--- src/rtl/gup_pkg.sv ---
`timescale 1ns / 1ps
// ----------------------------------------------------------------------------
// gup_pkg
// Shared types and constants for the GIF uncompressed pixel packer.
// ----------------------------------------------------------------------------
package gup_pkg;

    localparam int BLOCK_PIXELS_DEF = 126;
    localparam int PIXEL_W          = 16;
    localparam int COUNT_W          = 24;
    localparam int CODE_W           = 7;
    localparam int BYTE_W           = 8;
    localparam int CFG_ADDR_W       = 1;
    localparam int CFG_DATA_W       = 24;

    localparam int QUEUE_DEPTH      = 4;
    localparam int QUEUE_PTR_W      = $clog2(QUEUE_DEPTH);

    localparam logic [CFG_ADDR_W-1:0] REG_GRAY_MODE    = 1'b0;
    localparam logic [CFG_ADDR_W-1:0] REG_FRAME_PIXELS = 1'b1;

    localparam logic [BYTE_W-1:0] CLEAR_CODE = 8'h80;
    localparam logic [BYTE_W-1:0] END_LEAD   = 8'h01;
    localparam logic [BYTE_W-1:0] END_CODE   = 8'h81;
    localparam logic [BYTE_W-1:0] END_TAIL   = 8'h00;

    typedef struct packed {
        logic               gray_mode;
        logic [COUNT_W-1:0] frame_pixels;
    } cfg_t;

    // one classified pixel, handed from the front to the back
    typedef struct packed {
        logic              hdr;       // sub-block length + clear code first
        logic [BYTE_W-1:0] len_byte;
        logic [CODE_W-1:0] code;
        logic              last_px;   // frame's final pixel, end code follows
    } cmd_t;

    typedef enum logic [2:0] {
        KIND_LEN,
        KIND_CLR,
        KIND_PIX,
        KIND_E1,
        KIND_E2,
        KIND_E3
    } kind_t;

endpackage

--- src/rtl/gup_front.sv ---
`timescale 1ns / 1ps
// ----------------------------------------------------------------------------
// gup_front
// Classifies each pixel: 7-bit code, sub-block header, end of frame.
// ----------------------------------------------------------------------------
module gup_front #(
    parameter int BLOCK_PIXELS = gup_pkg::BLOCK_PIXELS_DEF
) (
    input  logic                            aclk,
    input  logic                            aresetn,
    input  gup_pkg::cfg_t                   cfg,
    input  logic                            push,
    input  logic [gup_pkg::PIXEL_W-1:0]     pixel_value,
    output gup_pkg::cmd_t                   cmd
);
    import gup_pkg::*;

    localparam int BP_W = (BLOCK_PIXELS > 1) ? $clog2(BLOCK_PIXELS) : 1;
    localparam logic [BP_W-1:0]    BP_LAST = BP_W'(BLOCK_PIXELS - 1);
    localparam logic [COUNT_W-1:0] BLK_CAP = COUNT_W'(BLOCK_PIXELS);

    logic [BP_W-1:0]    block_position_reg, block_position_next;
    logic [COUNT_W-1:0] pixels_done_reg, pixels_done_next;
    logic [COUNT_W-1:0] left;
    logic [COUNT_W-1:0] len;

    always_comb begin
        left = cfg.frame_pixels - pixels_done_reg;
        // zero left means a full 2^24 frame remains
        if (left == '0 || left >= BLK_CAP) begin
            len = BLK_CAP;
        end else begin
            len = left;
        end
        cmd.hdr      = (block_position_reg == '0);
        cmd.len_byte = BYTE_W'(len) + BYTE_W'(1);
        cmd.last_px  = (left == COUNT_W'(1));
        if (cfg.gray_mode) begin
            cmd.code = pixel_value[7:1];
        end else begin
            cmd.code = {pixel_value[15:14], pixel_value[10:8], pixel_value[4:3]};
        end
    end

    always_comb begin
        block_position_next = block_position_reg;
        pixels_done_next    = pixels_done_reg;
        if (push) begin
            if (cmd.last_px) begin
                block_position_next = '0;
                pixels_done_next    = '0;
            end else begin
                pixels_done_next = pixels_done_reg + COUNT_W'(1);
                if (block_position_reg == BP_LAST) begin
                    block_position_next = '0;
                end else begin
                    block_position_next = block_position_reg + BP_W'(1);
                end
            end
        end
    end

    always_ff @(posedge aclk) begin
        if (!aresetn) begin
            block_position_reg <= '0;
            pixels_done_reg    <= '0;
        end else begin
            block_position_reg <= block_position_next;
            pixels_done_reg    <= pixels_done_next;
        end
    end

endmodule

--- src/rtl/gup_queue.sv ---
`timescale 1ns / 1ps
// ----------------------------------------------------------------------------
// gup_queue
// Short FIFO of classified pixels between front and back.
// ----------------------------------------------------------------------------
module gup_queue (
    input  logic          aclk,
    input  logic          aresetn,
    input  logic          push,
    input  gup_pkg::cmd_t push_cmd,
    output logic          full,
    input  logic          pop,
    output gup_pkg::cmd_t head,
    output logic          head_valid
);
    import gup_pkg::*;

    cmd_t                 entries_reg [QUEUE_DEPTH];
    logic [QUEUE_PTR_W-1:0] wr_ptr_reg, rd_ptr_reg;
    logic [QUEUE_PTR_W:0]   count_reg, count_next;

    assign full       = (count_reg == (QUEUE_PTR_W+1)'(QUEUE_DEPTH));
    assign head_valid = (count_reg != '0);
    assign head       = entries_reg[rd_ptr_reg];

    always_comb begin
        count_next = count_reg;
        if (push && !pop) begin
            count_next = count_reg + (QUEUE_PTR_W+1)'(1);
        end else if (pop && !push) begin
            count_next = count_reg - (QUEUE_PTR_W+1)'(1);
        end
    end

    always_ff @(posedge aclk) begin
        if (push) begin
            entries_reg[wr_ptr_reg] <= push_cmd;
        end
    end

    always_ff @(posedge aclk) begin
        if (!aresetn) begin
            wr_ptr_reg <= '0;
            rd_ptr_reg <= '0;
            count_reg  <= '0;
        end else begin
            if (push) begin
                wr_ptr_reg <= wr_ptr_reg + QUEUE_PTR_W'(1);
            end
            if (pop) begin
                rd_ptr_reg <= rd_ptr_reg + QUEUE_PTR_W'(1);
            end
            count_reg <= count_next;
        end
    end

endmodule

--- src/rtl/gup_back.sv ---
`timescale 1ns / 1ps
// ----------------------------------------------------------------------------
// gup_back
// Expands each classified pixel into its byte sequence, one byte per beat.
// ----------------------------------------------------------------------------
module gup_back (
    input  logic                        aclk,
    input  logic                        aresetn,
    input  gup_pkg::cmd_t               head,
    input  logic                        head_valid,
    output logic                        pop,
    output logic                        out_valid,
    input  logic                        out_ready,
    output logic [gup_pkg::BYTE_W-1:0]  out_byte,
    output logic                        out_last,
    output logic                        out_done
);
    import gup_pkg::*;

    logic              cur_valid_reg, cur_valid_next;
    cmd_t              cur_cmd_reg, cur_cmd_next;
    kind_t             kind_reg, kind_next;
    logic              out_valid_reg, out_valid_next;
    logic [BYTE_W-1:0] out_byte_reg, out_byte_next;
    logic              out_last_reg, out_last_next;
    logic              out_done_reg, out_done_next;

    cmd_t              src;
    kind_t             src_kind;
    kind_t             step_next;
    logic [BYTE_W-1:0] step_byte;
    logic              step_end;
    logic              load;

    // with nothing in flight, the queue head is worked on directly
    always_comb begin
        src      = cur_valid_reg ? cur_cmd_reg : head;
        src_kind = cur_valid_reg ? kind_reg : (head.hdr ? KIND_LEN : KIND_PIX);
        load     = (cur_valid_reg || head_valid) && (!out_valid_reg || out_ready);
        pop      = load && !cur_valid_reg;
    end

    always_comb begin
        step_byte = END_TAIL;
        step_end  = 1'b1;
        step_next = KIND_PIX;
        unique case (src_kind)
            KIND_LEN: begin
                step_byte = src.len_byte;
                step_end  = 1'b0;
                step_next = KIND_CLR;
            end
            KIND_CLR: begin
                step_byte = CLEAR_CODE;
                step_end  = 1'b0;
                step_next = KIND_PIX;
            end
            KIND_PIX: begin
                step_byte = {1'b0, src.code};
                step_end  = !src.last_px;
                step_next = KIND_E1;
            end
            KIND_E1: begin
                step_byte = END_LEAD;
                step_end  = 1'b0;
                step_next = KIND_E2;
            end
            KIND_E2: begin
                step_byte = END_CODE;
                step_end  = 1'b0;
                step_next = KIND_E3;
            end
            KIND_E3: begin
                step_byte = END_TAIL;
                step_end  = 1'b1;
                step_next = KIND_PIX;
            end
            default: begin
                step_byte = END_TAIL;
                step_end  = 1'b1;
                step_next = KIND_PIX;
            end
        endcase
    end

    always_comb begin
        cur_valid_next = cur_valid_reg;
        cur_cmd_next   = cur_cmd_reg;
        kind_next      = kind_reg;
        out_valid_next = out_valid_reg && !out_ready;
        out_byte_next  = out_byte_reg;
        out_last_next  = out_last_reg;
        out_done_next  = out_done_reg;
        if (load) begin
            cur_valid_next = !step_end;
            cur_cmd_next   = src;
            kind_next      = step_next;
            out_valid_next = 1'b1;
            out_byte_next  = step_byte;
            out_last_next  = step_end;
            out_done_next  = (src_kind == KIND_E3);
        end
    end

    always_ff @(posedge aclk) begin
        if (!aresetn) begin
            cur_valid_reg <= 1'b0;
            kind_reg      <= KIND_PIX;
            out_valid_reg <= 1'b0;
        end else begin
            cur_valid_reg <= cur_valid_next;
            kind_reg      <= kind_next;
            out_valid_reg <= out_valid_next;
        end
        cur_cmd_reg  <= cur_cmd_next;
        out_byte_reg <= out_byte_next;
        out_last_reg <= out_last_next;
        out_done_reg <= out_done_next;
    end

    assign out_valid = out_valid_reg;
    assign out_byte  = out_byte_reg;
    assign out_last  = out_last_reg;
    assign out_done  = out_done_reg;

endmodule

--- src/rtl/gif_uncompressed_pixel_packer_top.sv ---
`timescale 1ns / 1ps
// ----------------------------------------------------------------------------
// gif_uncompressed_pixel_packer_top
// Pixel stream in, GIF image-data bytes (uncompressed 7-bit codes) out.
// ----------------------------------------------------------------------------
// Usage:
//   s_ channel: one pixel per beat (grayscale in the low byte, or RGB565).
//   m_ channel: one image-data byte per beat; m_tlast marks the final byte
//   caused by a pixel, m_tuser marks the final byte of the frame's end code.
//   cfg port: write gray_mode (index 0) and frame_pixels (index 1) while idle.
// Timing:
//   A pixel's first byte is presented after its beat passes through the queue and the output register.
//   The output side moves one byte per cycle while m_tready is high; a plain
//   pixel gives one byte, a pixel that opens a sub-block three, and the
//   frame's final pixel three more for the end code. A four-entry queue lets
//   the input keep going while the output works through those extra bytes.
// Reset:
//   Clears the counters, the queue and the output valid flag; gray_mode goes
//   to 0 and frame_pixels to 1.
// Stall:
//   With m_tready low the output byte holds; the queue fills and s_tready
//   drops once all four entries are taken.
// ----------------------------------------------------------------------------
module gif_uncompressed_pixel_packer_top #(
    parameter int BLOCK_PIXELS = gup_pkg::BLOCK_PIXELS_DEF
) (
    input  logic                              aclk,
    input  logic                              aresetn,
    // configuration writes
    input  logic                              cfg_wr_en,
    input  logic [gup_pkg::CFG_ADDR_W-1:0]    cfg_addr,
    input  logic [gup_pkg::CFG_DATA_W-1:0]    cfg_wr_data,
    // pixel input
    input  logic                              s_tvalid,
    output logic                              s_tready,
    input  logic [gup_pkg::PIXEL_W-1:0]       s_tdata,   // [15:0] pixel_value
    // byte output
    output logic                              m_tvalid,
    input  logic                              m_tready,
    output logic [gup_pkg::BYTE_W-1:0]        m_tdata,   // [7:0] out_byte
    output logic                              m_tlast,   // last_of_run
    output logic                              m_tuser    // [0] frame_done
);
    import gup_pkg::*;

    cfg_t cfg_reg;
    cmd_t front_cmd;
    cmd_t head;
    logic head_valid;
    logic queue_full;
    logic push;
    logic pop;

    always_ff @(posedge aclk) begin
        if (!aresetn) begin
            cfg_reg.gray_mode    <= 1'b0;
            cfg_reg.frame_pixels <= COUNT_W'(1);
        end else if (cfg_wr_en) begin
            unique case (cfg_addr)
                REG_GRAY_MODE:    cfg_reg.gray_mode    <= cfg_wr_data[0];
                REG_FRAME_PIXELS: cfg_reg.frame_pixels <= cfg_wr_data[COUNT_W-1:0];
                default: ;
            endcase
        end
    end

    assign s_tready = !queue_full;
    assign push     = s_tvalid && s_tready;

    gup_front #(
        .BLOCK_PIXELS (BLOCK_PIXELS)
    ) u_front (
        .aclk        (aclk),
        .aresetn     (aresetn),
        .cfg         (cfg_reg),
        .push        (push),
        .pixel_value (s_tdata),
        .cmd         (front_cmd)
    );

    gup_queue u_queue (
        .aclk       (aclk),
        .aresetn    (aresetn),
        .push       (push),
        .push_cmd   (front_cmd),
        .full       (queue_full),
        .pop        (pop),
        .head       (head),
        .head_valid (head_valid)
    );

    gup_back u_back (
        .aclk       (aclk),
        .aresetn    (aresetn),
        .head       (head),
        .head_valid (head_valid),
        .pop        (pop),
        .out_valid  (m_tvalid),
        .out_ready  (m_tready),
        .out_byte   (m_tdata),
        .out_last   (m_tlast),
        .out_done   (m_tuser)
    );

    // end of frame closes the run on the end code's zero byte
    a_done_is_last: assert property (@(posedge aclk) disable iff (!aresetn)
        m_tvalid && m_tuser |-> m_tlast && (m_tdata == END_TAIL))
        else $error("frame_done without last_of_run on a zero byte");

    a_reset_quiet: assert property (@(posedge aclk)
        !aresetn |=> !m_tvalid)
        else $error("output valid right after reset");

    // the queue never pops when empty
    a_pop_has_data: assert property (@(posedge aclk) disable iff (!aresetn)
        pop |-> head_valid)
        else $error("queue popped while empty");

endmodule
--- config.mk ---
export PLATFORM = sky130hd
export DESIGN_NAME = gif_uncompressed_pixel_packer_top
export DESIGN_NICKNAME = d
export VERILOG_FILES = /design/src/rtl/gup_pkg.sv /design/src/rtl/gup_front.sv /design/src/rtl/gup_queue.sv /design/src/rtl/gup_back.sv /design/src/rtl/gif_uncompressed_pixel_packer_top.sv
export SDC_FILE = /design/constraint.sdc
export NUM_CORES = 1
export LEC_CHECK = 0
export ABC_AREA = 1
export BUFFER_PORTS_ARGS = -buffer_cell sky130_fd_sc_hd__buf_4
export CELL_PAD_IN_SITES_DETAIL_PLACEMENT = 1
export CELL_PAD_IN_SITES_GLOBAL_PLACEMENT = 1
export CORE_MARGIN = 2
export CORE_UTILIZATION = 30
export DETAILED_ROUTE_END_ITERATION = 7
export GPL_ROUTABILITY_DRIVEN = 0
export PLACE_DENSITY_LB_ADDON = 0.1
export SLEW_MARGIN = 10
export SYNTH_ARGS = -nofsm -noshare
export SYNTH_HDL_FRONTEND = slang
export SYNTH_SLANG_ARGS = --single-unit
--- constraint.sdc ---
create_clock -name aclk -period 3.22 [get_ports aclk]
set_clock_uncertainty 0.1 [all_clocks]
set_input_delay 0.322 -clock aclk [delete_from_list [all_inputs] [get_ports aclk]]
set_output_delay 0.322 -clock aclk [all_outputs]
set_load 0.01 [all_outputs]
Word level (Yosys, flattened, before mapping)
Memories as Yosys holds them, arrays and structs flattened. A register that Yosys moved wholly into a read port is not among the register bits.
Index checks and enable logic that the tools add are counted.

storage, ports and cells
  flip-flop bits (word level) = 94
  RAM bits = 68
  input bits = 46
  output and inout bits = 12
  word-level logic and storage cells = 78
  memories kept = 1

memories
  name                 depth  width  read ports  clocked after memory_dff  wr ports  RTL line         RTL
  u_queue.entries_reg  4      17     1           1                         1         gup_queue.sv:18  cmd_t entries_reg [QUEUE_DEPTH];

cells by class
  add/subtract/negate cells = 8
  order comparisons = 1
  eq/ne operators = 8
  muxes and demuxes = 18
  bitwise operators = 1
  reductions and logical operators = 25

operators with widths
  operator                                                                count
  8-bit case mux with 5 select lines                                      1
  24-bit by 1-bit adder with 24-bit output, second input constant         1
  24-bit by 1-bit == test with 1-bit output, second input constant        1
  24-bit by 7-bit >= comparator with 1-bit output, second input constant  1
  24-bit logical NOT                                                      1
  24-bit two-way mux                                                      1
  24-bit subtractor                                                       1
  7-bit two-way mux                                                       3
  16-bit two-way mux                                                      1
  3-bit case mux with 4 select lines                                      1
  3-bit == test, second input constant                                    3
  3-bit two-way mux                                                       3
  8-bit by 1-bit adder with 8-bit output, second input constant           1
  1-bit logical NOT                                                       8
  8-bit two-way mux                                                       1
  7-bit by 1-bit adder with 7-bit output, second input constant           1
  7-bit == test, second input constant                                    1
  7-bit logical NOT                                                       1
  3-bit by 2-bit == test with 1-bit output, second input constant         2
  1-bit logical AND                                                       6
  2-bit two-way mux                                                       3
  2-bit by 1-bit adder with 2-bit output, second input constant           2
  2-bit AND reduction                                                     2
  4-bit OR reduction                                                      1
  10 further kinds                                                        14

Depth between registers and ports, before layout
Gate-level depths: netlist (run 1).

  depth after elaboration = 7
  depth in mapped cells = 25
  gate-level depth less buffers = 25

By module
From an unflattened synthesis (run 1), not the netlist that was laid out.

unflattened totals
  cell total of the unflattened synthesis = 1199
  area, all modules = 9196.3 sq um

modules (own cells, without submodules)
  module                             instances  cells each  area an instance (sq um)  sequential area each (sq um)
  gup_front                          1          719         3880.0                    620.6
  gup_queue                          1          223         3026.7                    2222.1
  gup_back                           1          143         1397.6                    880.8
  gif_uncompressed_pixel_packer_top  1          114         892.1                     500.5

Worst setup path after synthesis (run 1)
Ideal clock, no wire load.

  kind = register to register
  from = register cfg_reg[0] (netlist bit)
  to = memory u_queue.entries_reg[0][14] (netlist bit) (data pin)
  setup time = 266 ps
  arrival = 2689 ps
  required time = 2854 ps
  slack = 165 ps
  cell stages (with the launch flop) = 24
  path buffers = 0
  period minus slack after synthesis = 3055 ps
  path through = dfxtp_1 > inv_1 > ha_1 > fa_1 > inv_1 > nand3_1 > nand2_2 > nand2_2 > nand2_2 > nand2_1 > nand2_1 > nand2_1 > nand2_1 > inv_1 > nor2_1 > nand2_1 > nor2_4 > and3_1 > ha_1 > nand2_1 > nor2_1 > nand3_1 > nand2_1 > nand2_1

RTL lines
  element          RTL line                                 RTL
  start, declared  gif_uncompressed_pixel_packer_top.sv:46  cfg_t cfg_reg;
  end, declared    gup_queue.sv:18

==> qor.yml, run 1 <==
sta:
  period_share_pct: 94.1
  fin_crit_ns: 3.03
  setup_viol: 0
  hold_viol: 0
  worstMarginPinSlew_ns: 0.858
  layout_setup_ws_ns: 0.190
  rsz0062_at_grt: "yes"
  fmax_mhz: 330
  relSlewSlack_pct: 42.7
  fin_setup_tns_ns: 0
  slew_viol_final: 0
logic_synthesis:
  syn_area_um2: 8950
  synthTopCellsByCount: "278 x nand2_1, 180 x inv_1, 177 x nor2_1"
  syn_inst: 1162
  yosys_warnings: 0
  yosysTopAreaCell: "edfxtp_1"
  yosys-top-cells-area: "edfxtp_1 32%, dfxtp_1 16%, nand2_1 12%, inv_1 7.5%, nor2_1 7.4%"
  synth_top_area_share_pct: 31.5
  ys_types: 43
  yosysMostFrequentCell: "nand2_1"
  syn-mean-instance-area_um2: 7.70
  synth_ff_type: "edfxtp_1"
  ys_seq_area_share_pct: 47.2
  ys_seq_elements: 164
  synth_edf_count: 94
  synthArstFlopShare_pct: 0
placed_design:
  port_buffers: 53
  dp_cells: 1672
  place_ws_ns: -0.144
  post-dp-hpwl_um: 19500
  placed_cell_area_um2: 10400
pwr:
  irDropWorstVdd_mv: 0.363
  power_density_nw_per_um2: 640
  p_leak_nw: 5.14
clocking:
  cts_inserted_buffers: 17
  cts_max_path_buffers: 2
  clkSlewWorstSetupHoldPaths_ns: 0.08
  htreeDepth: 4
  ctsHoldBuffers: 0
  cts-root-buf: "clkbuf_16"
  cts_tree: "yes"
  clkSinkCount: 164
  clock_latency_ns: 0.43
detailed_routing:
  drt_iter0_drc: 323
  post_drt_wl_per_cell_um: 15.0
  drc: 0
  drt-total-wl_um: 25600
  drtPass1Iterations: 4
  ant_nets: 0
  vias: 7797
  vias_per_cell: 4.57
die:
  die_h_um: 177
  io_pins: 58
  die_x_um: 177
  start_util_pct: 30.4
  rows: 63
  coreArea_um2: 29500
  dieArea_um2: 31200
worst_setup_path:
  r2r_end: "u_queue.entries_reg[0][14]"
  r2r_start: "cfg_reg[0]"
  cp.required_ns: 3.29
  r2r_setup_slack_ns: 0.19
  cp_cell_sequence: "inv_2 > ha_4 > fa_2 > inv_2 > nand3_4 > nand2_4 > nand2_1 > nand2_1 > inv_1 > nand2_1 > nor2_2 > nand3_1 > nand2_1 > inv_1 > nand2_1 > nor2_4 > and3_4 > ha_4 > nand2_4 > nor2_4 > nand3_2 > nand2_2 > nand2_2"
  path_delay_family: "simple AND/OR/NAND/NOR gates"
  reg2reg_depth: 23
  endpoint_kind: "flip-flop"
  worst_ep_arrival_time_ns: 3.10
  cpMostUsedCell: "nand2_1"
  critical-path-max-stage-delay_ns: 0.39
  cp_max_fo: 4
  worstSetupPathType: "flip-flop to flip-flop"
  worst-path-buf-inv: 4
  cpMaxStageDelayCell: "fa_2"
  start_kind: "flip-flop"
min_path:
  hold_class: "input port to flip-flop"
  min_from: "cfg_wr_data[5]"
  hold_depth: 3
  worstHoldEndpoint: "cfg_reg[5]"
layout:
  largest_reg_flops: 68
  stdcell_count: 1705
  stdcell_area_um2: 11500
  nets: 1383
  syn_to_final_growth_pct: 28.5
  final_util_pct: 39.0
  drive_gt1_share_pct: 22.6
  n_antenna_cell: 0
grt:
  grt_pass1_wl_um: 40500
  grt_overflow: 0
  antenna_found_initial: 0
  grt_pass1_vias: 7695
  track_usage_pct: 16.7
  grt_max_degree: 36
run_status:
  status: "finished clean"
flow_run:
  drv_cap: 0
[where the power goes]
group	switching [mW]	total, mW	internal, mW
Clock	0.987	2.03	1.04
Sequential	0.138	2.84	2.70
Combinational	1.57	2.49	0.922
[how the worst max path moves through the flow]
stage	startpoint	to	slack, ns	cells after the start
global placement	cfg_reg[0]	u_queue.entries_reg[2][14]	-0.08	21
detailed placement	cfg_reg[0]	u_queue.entries_reg[2][12]	-0.14	19
finish	cfg_reg[0]	u_queue.entries_reg[0][14]	0.19	23
CTS	u_front.pixels_done_reg[12]	u_queue.entries_reg[0][14]	0.003	19
global route	cfg_reg[0]	u_queue.entries_reg[1][14]	-0.04	23
floorplan	cfg_reg[0]	u_queue.entries_reg[0][14]	0.16	23
[through the flow]
step | hold slack (ns) | total power [mW]
after floorplan | 0.346 | 4.40
after global placement | 0.357 | 5.29
after detailed placement | 0.369 | 5.32
after CTS | 0.0297 | 7.40
after global routing | 0.0485 | 7.91
final | 0.0480 | 7.36
[logic make-up after synthesis]
logic type | synth area share, %
compound gates | 9.36
xor+xnor | 1.57
fa+ha+maj | 5.06
buf+inv | 9.29
flops | 47.2
mux | 0.377
other cells | 0.0419
simple gates | 27.1
[worst reg2reg max path: stages, from the launching register on]
cell	delay [ns]
dfxtp_2	0.32
inv_2	0.04
ha_4	0.16
fa_2	0.39
inv_2	0.09
nand3_4	0.08
nand2_4	0.10
nand2_1	0.06
nand2_1	0.09
inv_1	0.06
nand2_1	0.07
nor2_2	0.05
nand3_1	0.08
nand2_1	0.05
inv_1	0.07
nand2_1	0.08
nor2_4	0.13
and3_4	0.21
ha_4	0.14
nand2_4	0.05
nor2_4	0.14
nand3_2	0.09
nand2_2	0.07
nand2_2	0.06
[layout by cell type, fill, tap and decap left out, drive strengths merged, types with 2 or more instances in the layout]
cell type  instances
a21boi             2
a21oi             35
a22o               6
a31oi              7
and2               2
buf              145
clkbuf            17
clkinv             7
conb               4
dfxtp             70
edfxtp            94
fa                 2
ha                33
inv              199
mux2               3
nand2            286
nand3             60
nand3b             3
nand4             25
nor2             184
nor3               8
nor4               3
o211ai             6
o21a               2
o21ai             81
o22ai              9
or2                2
xnor2              5
xor2              11
[final cells by class]
type	instances	area, um2
Clock buffer	17	425
Clock inverter	15	159
Fill cell	3588	18000
Inverter	192	723
Multi-Input combinational cell	782	4380
Sequential cell	164	4230
Tap cell	390	488
Timing Repair Buffer	145	1100
[per-layer routing]
layer  global-route usage, %  part of all wire [%]  vias up
met4                    3.79                  0.88        0
met5                       0                     0        -
met1                    19.7                    44     3694
met2                    31.4                    52       78
met3                    2.71                   2.6       10
li1                        -                     -     4015
[what timing repair did]
item                                   in CTS  in global routing
pin swaps                                   5                 22
setup buffers                               0                  1
setup endpoints to repair                  12                 28
gates resized for setup                    22                 87
endpoints found under the hold margin       0                  0
Note: power is estimated with default switching activity, not from simulation.
==> run 2: changes to the inputs <==
CTS_BUF_LIST = sky130_fd_sc_hd__clkbuf_2 sky130_fd_sc_hd__clkbuf_4 sky130_fd_sc_hd__clkbuf_8   (was default)
==> run 2 against run 1 <==
Effect of this change:
- count of clock-buffer cells in the layout unchanged
- core utilization decreased by 0.47 points
- worst setup slack got worse by 0.019 ns
- register-to-register slack got worse by 0.02 ns
- sequential power about the same
- sequential share of layout area increased by 0.55 points
==> qor.yml, run 2 (synthesized netlist as in run 1, its figures left out) <==
layout:
  stdcell_count: 1710  # +0.29%
  final_cell_mix: "258 x nand2_1, 169 x inv_1, 162 x nor2_1, 144 x buf_4, 94 x edfxtp_1"
  largest_reg_flops: 68  # unchanged
  syn_to_final_growth_pct: 26.9
  n_antenna_cell: 0  # unchanged
  final_common_cell: "nand2_1"
  fill_cells: 3613  # +0.70%
  drive_gt1_share_pct: 23.3  # +0.67 points
  nets: 1388  # +0.36%
pwr:
  netSwitchingFraction_pct: 38.5  # +1.9 points
  p_leak_nw: 5.08  # -1.2%
  clock_power_share_pct: 21.9  # -5.6 points
  irDropWorstVdd_mv: 0.289  # -20%
  combPwrFrac_pct: 36.6  # +2.7 points
  power_frac_seq_pct: 41.5  # +2.9 points
  p_int_mw: 4.21  # -9.7%
  switching_power_mw: 2.63  # -2.3%
  power_density_nw_per_um2: 602  # -5.9%
min_path:
  hold_depth: 3  # unchanged
  hold_class: "input port to flip-flop"
placed_design:
  dp_cells: 1672  # unchanged
  post-dp-hpwl_um: 19500  # unchanged
  place_ws_ns: -0.144  # unchanged
  port_buffers: 53  # unchanged
clocking:
  cts_tree: "yes"
  clkSlewWorstSetupHoldPaths_ns: 0.11  # +0.03 ns
  clkSinkCount: 164  # unchanged
  cts_inserted_buffers: 17  # unchanged
  clock_latency_ns: 0.46  # +0.03 ns
  cts_max_path_buffers: 2  # unchanged
  htreeDepth: 4  # unchanged
  cts-root-buf: "clkbuf_8"
die:
  die_h_um: 177  # unchanged
  rows: 63  # unchanged
  die_x_um: 177  # unchanged
  dieArea_um2: 31200  # unchanged
  io_pins: 58  # unchanged
  start_util_pct: 30.4  # unchanged
  coreArea_um2: 29500  # unchanged
grt:
  grt_pass1_wl_um: 40600  # about the same
  grt_pass1_vias: 7720  # +0.32%
  track_usage_pct: 16.7  # -0.018 points
  grt_overflow: 0  # unchanged
  grt_max_degree: 36  # unchanged
  antenna_found_initial: 0  # unchanged
detailed_routing:
  vias_per_cell: 4.54  # -0.68%
  routed.top_layer: "met4"
  drtPass1Iterations: 4  # unchanged
  drt-total-wl_um: 25600  # +0.35%
  drc: 0  # unchanged
  wl_met3_um: 504  # -24%
  met2WireLength_um: 13300  # +0.17%
  drt_iter0_drc: 288  # -11%
  post_drt_wl_per_cell_um: 15.0  # about the same
  vias: 7767  # -0.38%
  drt-met1-wl_um: 11500  # +1.7%
  ant_nets: 0  # unchanged
sta:
  relSlewSlack_pct: 42.2  # -0.51 points
  slew_viol_final: 0  # unchanged
  layout_setup_ws_ns: 0.170  # -0.0194 ns
  setup_viol: 0  # unchanged
  worstMarginPinSlew_ns: 0.866  # +0.00768 ns
  fin_setup_tns_ns: 0  # unchanged
  fin_crit_ns: 3.05  # +0.0194 ns
  fmax_mhz: 328  # -0.64%
  rsz0062_at_grt: "yes"
  hold_viol: 0  # unchanged
  period_share_pct: 94.7  # +0.60 points
worst_setup_path:
  cp.required_ns: 3.33  # +0.04 ns
  cp_max_fo: 4  # unchanged
  endpoint_kind: "flip-flop"
  worst_ep_arrival_time_ns: 3.16  # +0.06 ns
  reg2reg_depth: 21  # -8.7%
  worstSetupPathType: "flip-flop to flip-flop"
  start_kind: "flip-flop"
  cp_cell_sequence: "inv_2 > ha_4 > fa_2 > inv_2 > nand3_4 > nand2_4 > nand2_1 > nand2_2 > nand2_1 > nand3_1 > nand2_1 > nor2_1 > nand3_2 > nor2_4 > and3_4 > ha_4 > nand2_4 > nor2_4 > nand3_2 > nand2_2 > nand2_2"
  critical-path-max-stage-delay_ns: 0.39  # about the same
  cpMaxStageDelayCell: "fa_2"
flow_run:
  drv_cap: 0  # unchanged
run_status:
  status: "finished clean"
run 2: per-layer routing:
layer / vias to the layer above / global-route usage [%]
met4: 0 / 3.68
met1: 3661 / 19.8
li1: 4019 / -
met3: 15 / 2.47
met2: 72 / 31.6
met5: - / 0
run 2: cell type report:
cell class	instances	area (um2)	area share [%]
sequential	164	4240	37.3
timing repair buffer	150	1150	10.1
clock buffer	17	234	2.06
clock inverter	15	159	1.40
inverter	192	723	6.36
tap	390	488	4.29
multi-input combinational	782	4370	38.5
run 2: repair_timing:
item,CTS,global route
setup buffers,0,1
pin swaps,5,21
gates resized for setup,23,96
hold buffers,5,0
endpoints found under the hold margin,5,0
endpoints found under the setup margin,12,28
run 2: power by group through the flow:
stage	sequential [mW]	combinational, mW	clock, mW
final	2.84	2.50	1.50
after global routing	2.88	2.85	1.65
after CTS	2.83	2.48	1.57
after detailed placement	2.88	2.44	0
after global placement	2.87	2.41	0
after floorplan	2.89	1.51	0
run 2: stage by stage:
step,power [mW],util (%),hold WS [ns],instance area [um2]
2_1_floorplan,4.40,-,0.346,8960
3_3_place_gp,5.29,35.4,0.357,10400
3_5_place_dp,5.32,35.4,0.369,10400
4_1_cts,6.88,37.2,0.000160,11000
5_1_grt,7.38,38.5,0.00820,11400
6_report,6.84,38.5,0.0270,11400
run 2: path summary, 6_finish.rpt:
kind | slack (ns) | endpoint | startpoint
worst max-delay path | 0.17 | u_queue.entries_reg[0][14] | cfg_reg[0]
worst min-delay path | 0.03 | cfg_reg[10] | cfg_wr_data[10]
worst max register to register | 0.17 | u_queue.entries_reg[0][14] | cfg_reg[0]
worst min register to register | 0.38 | u_back.kind_reg[0] | u_back.kind_reg[0]
run 2: worst max-delay path: cells and delay by family, from the launching register on:
kind	cells	cell delay [ns]
and+or+nand+nor	16	1.54
adders and majority gates	3	0.69
DFF	1	0.34
buffers and inverters	2	0.13
==> run 3: changes to the inputs <==
CORE_MARGIN = default   (was 2)
CORE_UTILIZATION = 51   (was 30)
clock period = 3.6 ns   (was 3.22 ns; I/O delays follow)
==> run 3 against run 2 <==
Effect of this change:
- routed wire length rose by 5.5%
- sequential cell count did not move
- non-clock buffer count fell by 75
- die area fell by 42%
- final cell count fell by 14%
- critical endpoint is now u_queue.entries_reg[2][14]
- combinational power fell by 12%
- core utilization rose by 22 points
- clock power barely moved
- via count rose by 2.9%
- critical path depth did not move
- largest power group unchanged
- count of clock-buffer cells in the layout rose by 1
- first-iteration DRC count rose by 34%
- largest cell class is now flip-flops and latches
==> qor.yml, run 3 (synthesized netlist as in run 1, its figures left out) <==
run_status:
  status: "finished clean"
detailed_routing:
  post_drt_wl_per_cell_um: 18.4  # +23%
  vias: 7995  # +2.9%
  drt-total-wl_um: 27100  # +5.5%
  ant_nets: 0  # unchanged
  vias_per_cell: 5.44  # +20%
  drt_iter0_drc: 385  # +34%
  drc: 0  # unchanged
  drtPass1Iterations: 5  # +1
layout:
  nets: 1313  # -5.4%
  n_antenna_cell: 0  # unchanged
  seq_area_um2: 4230  # -0.18%
  largest_reg_flops: 68  # unchanged
  drive_gt1_share_pct: 15.5  # -7.8 points
  stdcell_area_um2: 10400  # -8.9%
  multi_input_area_um2: 4130  # -5.6%
  fill_cells: 2162  # -40%
  syn_to_final_growth_pct: 15.7
  final_common_cell: "nand2_1"
  final_cell_mix: "271 x nand2_1, 179 x inv_1, 165 x nor2_1, 94 x edfxtp_1, 81 x o21ai_0"
clocking:
  clock_latency_ns: 0.48  # +0.02 ns
  clkSinkCount: 164  # unchanged
  cts_inserted_buffers: 17  # unchanged
  cts_max_path_buffers: 2  # unchanged
  cts-root-buf: "clkbuf_8"
  htreeDepth: 4  # unchanged
  clkSlewWorstSetupHoldPaths_ns: 0.10  # about the same
  cts_tree: "yes"
sta:
  fmax_mhz: 295  # -10%
  relSlewSlack_pct: 36.8  # -5.5 points
  fin_crit_ns: 3.40  # +0.346 ns
  slew_viol_final: 0  # unchanged
  period_share_pct: 94.3  # -0.40 points
  setup_viol: 0  # unchanged
  hold_viol: 0  # unchanged
  worstMarginPinSlew_ns: 0.940  # +0.0744 ns
worst_setup_path:
  worst_ep_arrival_time_ns: 3.51  # +0.35 ns
  cp.required_ns: 3.72  # +0.39 ns
  worstSetupPathType: "flip-flop to flip-flop"
  endpoint_kind: "flip-flop"
  cp_max_fo: 7  # +3
  r2r_start: "cfg_reg[0]"
  r2r_setup_slack_ns: 0.20  # +0.03 ns
  start_kind: "flip-flop"
  r2r_end: "u_queue.entries_reg[2][14]"
  reg2reg_depth: 21  # unchanged
die:
  io_pins: 58  # unchanged
  coreArea_um2: 17200  # -42%
  die_h_um: 134  # -24%
  rows: 48  # -24%
  dieArea_um2: 18100  # -42%
  start_util_pct: 51.9  # +22 points
  die_x_um: 134  # -24%
grt:
  grt_pass1_vias: 8020  # +3.9%
  antenna_found_initial: 0  # unchanged
  use_met3_pct: 4.20  # +1.7 points
  track_usage_pct: 29.0  # +12 points
  grt_pass1_wl_um: 40100  # -1.2%
  grt_overflow: 0  # unchanged
  grt_max_degree: 36  # unchanged
  use_met1_pct: 30.3  # +10 points
  top_usage_layer: "met2"
  use_met2_pct: 56.7  # +25 points
pwr:
  p_leak_nw: 4.70  # -7.5%
  irDropWorstVdd_mv: 0.362  # +25%
  power_density_nw_per_um2: 604  # +0.34%
  power_mw: 6.26  # -8.6%
placed_design:
  post-dp-hpwl_um: 18900  # -2.8%
  placed_cell_area_um2: 9660  # -7.4%
  port_buffers: 53  # unchanged
min_path:
  worstHoldEndpoint: "cfg_reg[13]"
  hold_class: "input port to flip-flop"
  min_from: "cfg_wr_data[13]"
  hold_depth: 3  # unchanged
flow_run:
  drv_cap: 0  # unchanged
## run 3: changes by cell type in the layout (fill, tap and decap cells not counted), sizes merged
cell         delta
buf            -70
bufinv          +3
inv             -2
clkinv          -2
clkbuf          +1
dlygate4sd3     -5
## run 3: where the power goes
part / switching [mW] / leakage, nW / total [mW] / internal, mW
Sequential: 0.137 / 1.40 / 2.55 / 2.42
Combinational: 1.48 / 3.08 / 2.21 / 0.730
Clock: 0.782 / 0.217 / 1.50 / 0.716
## run 3: stage by stage
stage	instances	setup TNS (ns)	worst slack, ns	utilization (%)	hold slack, ns
floorplan	1165	0	0.545	-	0.346
global placement	1433	0	0.129	56.1	0.354
detailed placement	1433	-0.732	-0.100	56.1	0.383
CTS	1465	0	0.00354	58.7	0.0220
global route	1470	-0.201	-0.0597	60.1	0.0324
finish	1470	0	0.205	60.1	0.0388
## run 3: cell type report
type	count	share of cell area, %
flip-flops and latches	164	40.8
multi-input cells	782	39.9
inverters	192	6.98
repair buffers	75	5.44
well taps	225	2.72
clock buffers	18	2.33
clock inverters	14	1.82
## run 3: metal layers
metal / vias up / share of wire, % / wire, um
li1: 3870 / - / -
met1: 3849 / 38 / 10200
met2: 197 / 55 / 14900
met3: 79 / 3.0 / 825
met4: 0 / 4.2 / 1130
met5: - / 0 / 0
## run 3: what timing repair did
| action | 4_1_cts | 5_1_grt |
|---|---|---|
| setup buffers | 0 | 5 |
| pin swaps | 0 | 10 |
| setup endpoints to repair | 8 | 20 |
| hold buffers | 0 | 0 |
| resized for setup | 6 | 52 |
## run 3: critical path, stage by stage, from the launching register on
cell and delay (ns):
dfxtp_1 0.32, inv_1 0.05, ha_2 0.20, fa_2 0.40, inv_2 0.08, nand3_2 0.09, nand2_4 0.10, nand2_1 0.08
nand2_2 0.12, nand2_2 0.07, nand4_1 0.09, nand2_1 0.07, nor2_2 0.11, nand2_2 0.08, nor2_4 0.22, and3_4 0.26
ha_4 0.16, nand2_2 0.07, nor2_4 0.17, nand3_1 0.09, nand2_1 0.11, nand2_2 0.09
## run 3: how the worst max path moves through the flow
stage / startpoint / endpoint
floorplan: cfg_reg[0] / u_queue.entries_reg[0][14]
global placement: cfg_reg[0] / u_queue.entries_reg[3][12]
detailed placement: cfg_reg[0] / u_queue.entries_reg[2][12]
CTS: cfg_reg[0] / u_queue.entries_reg[2][14]
global route: u_front.pixels_done_reg[5] / u_queue.entries_reg[2][14]
finish: cfg_reg[0] / u_queue.entries_reg[2][14]
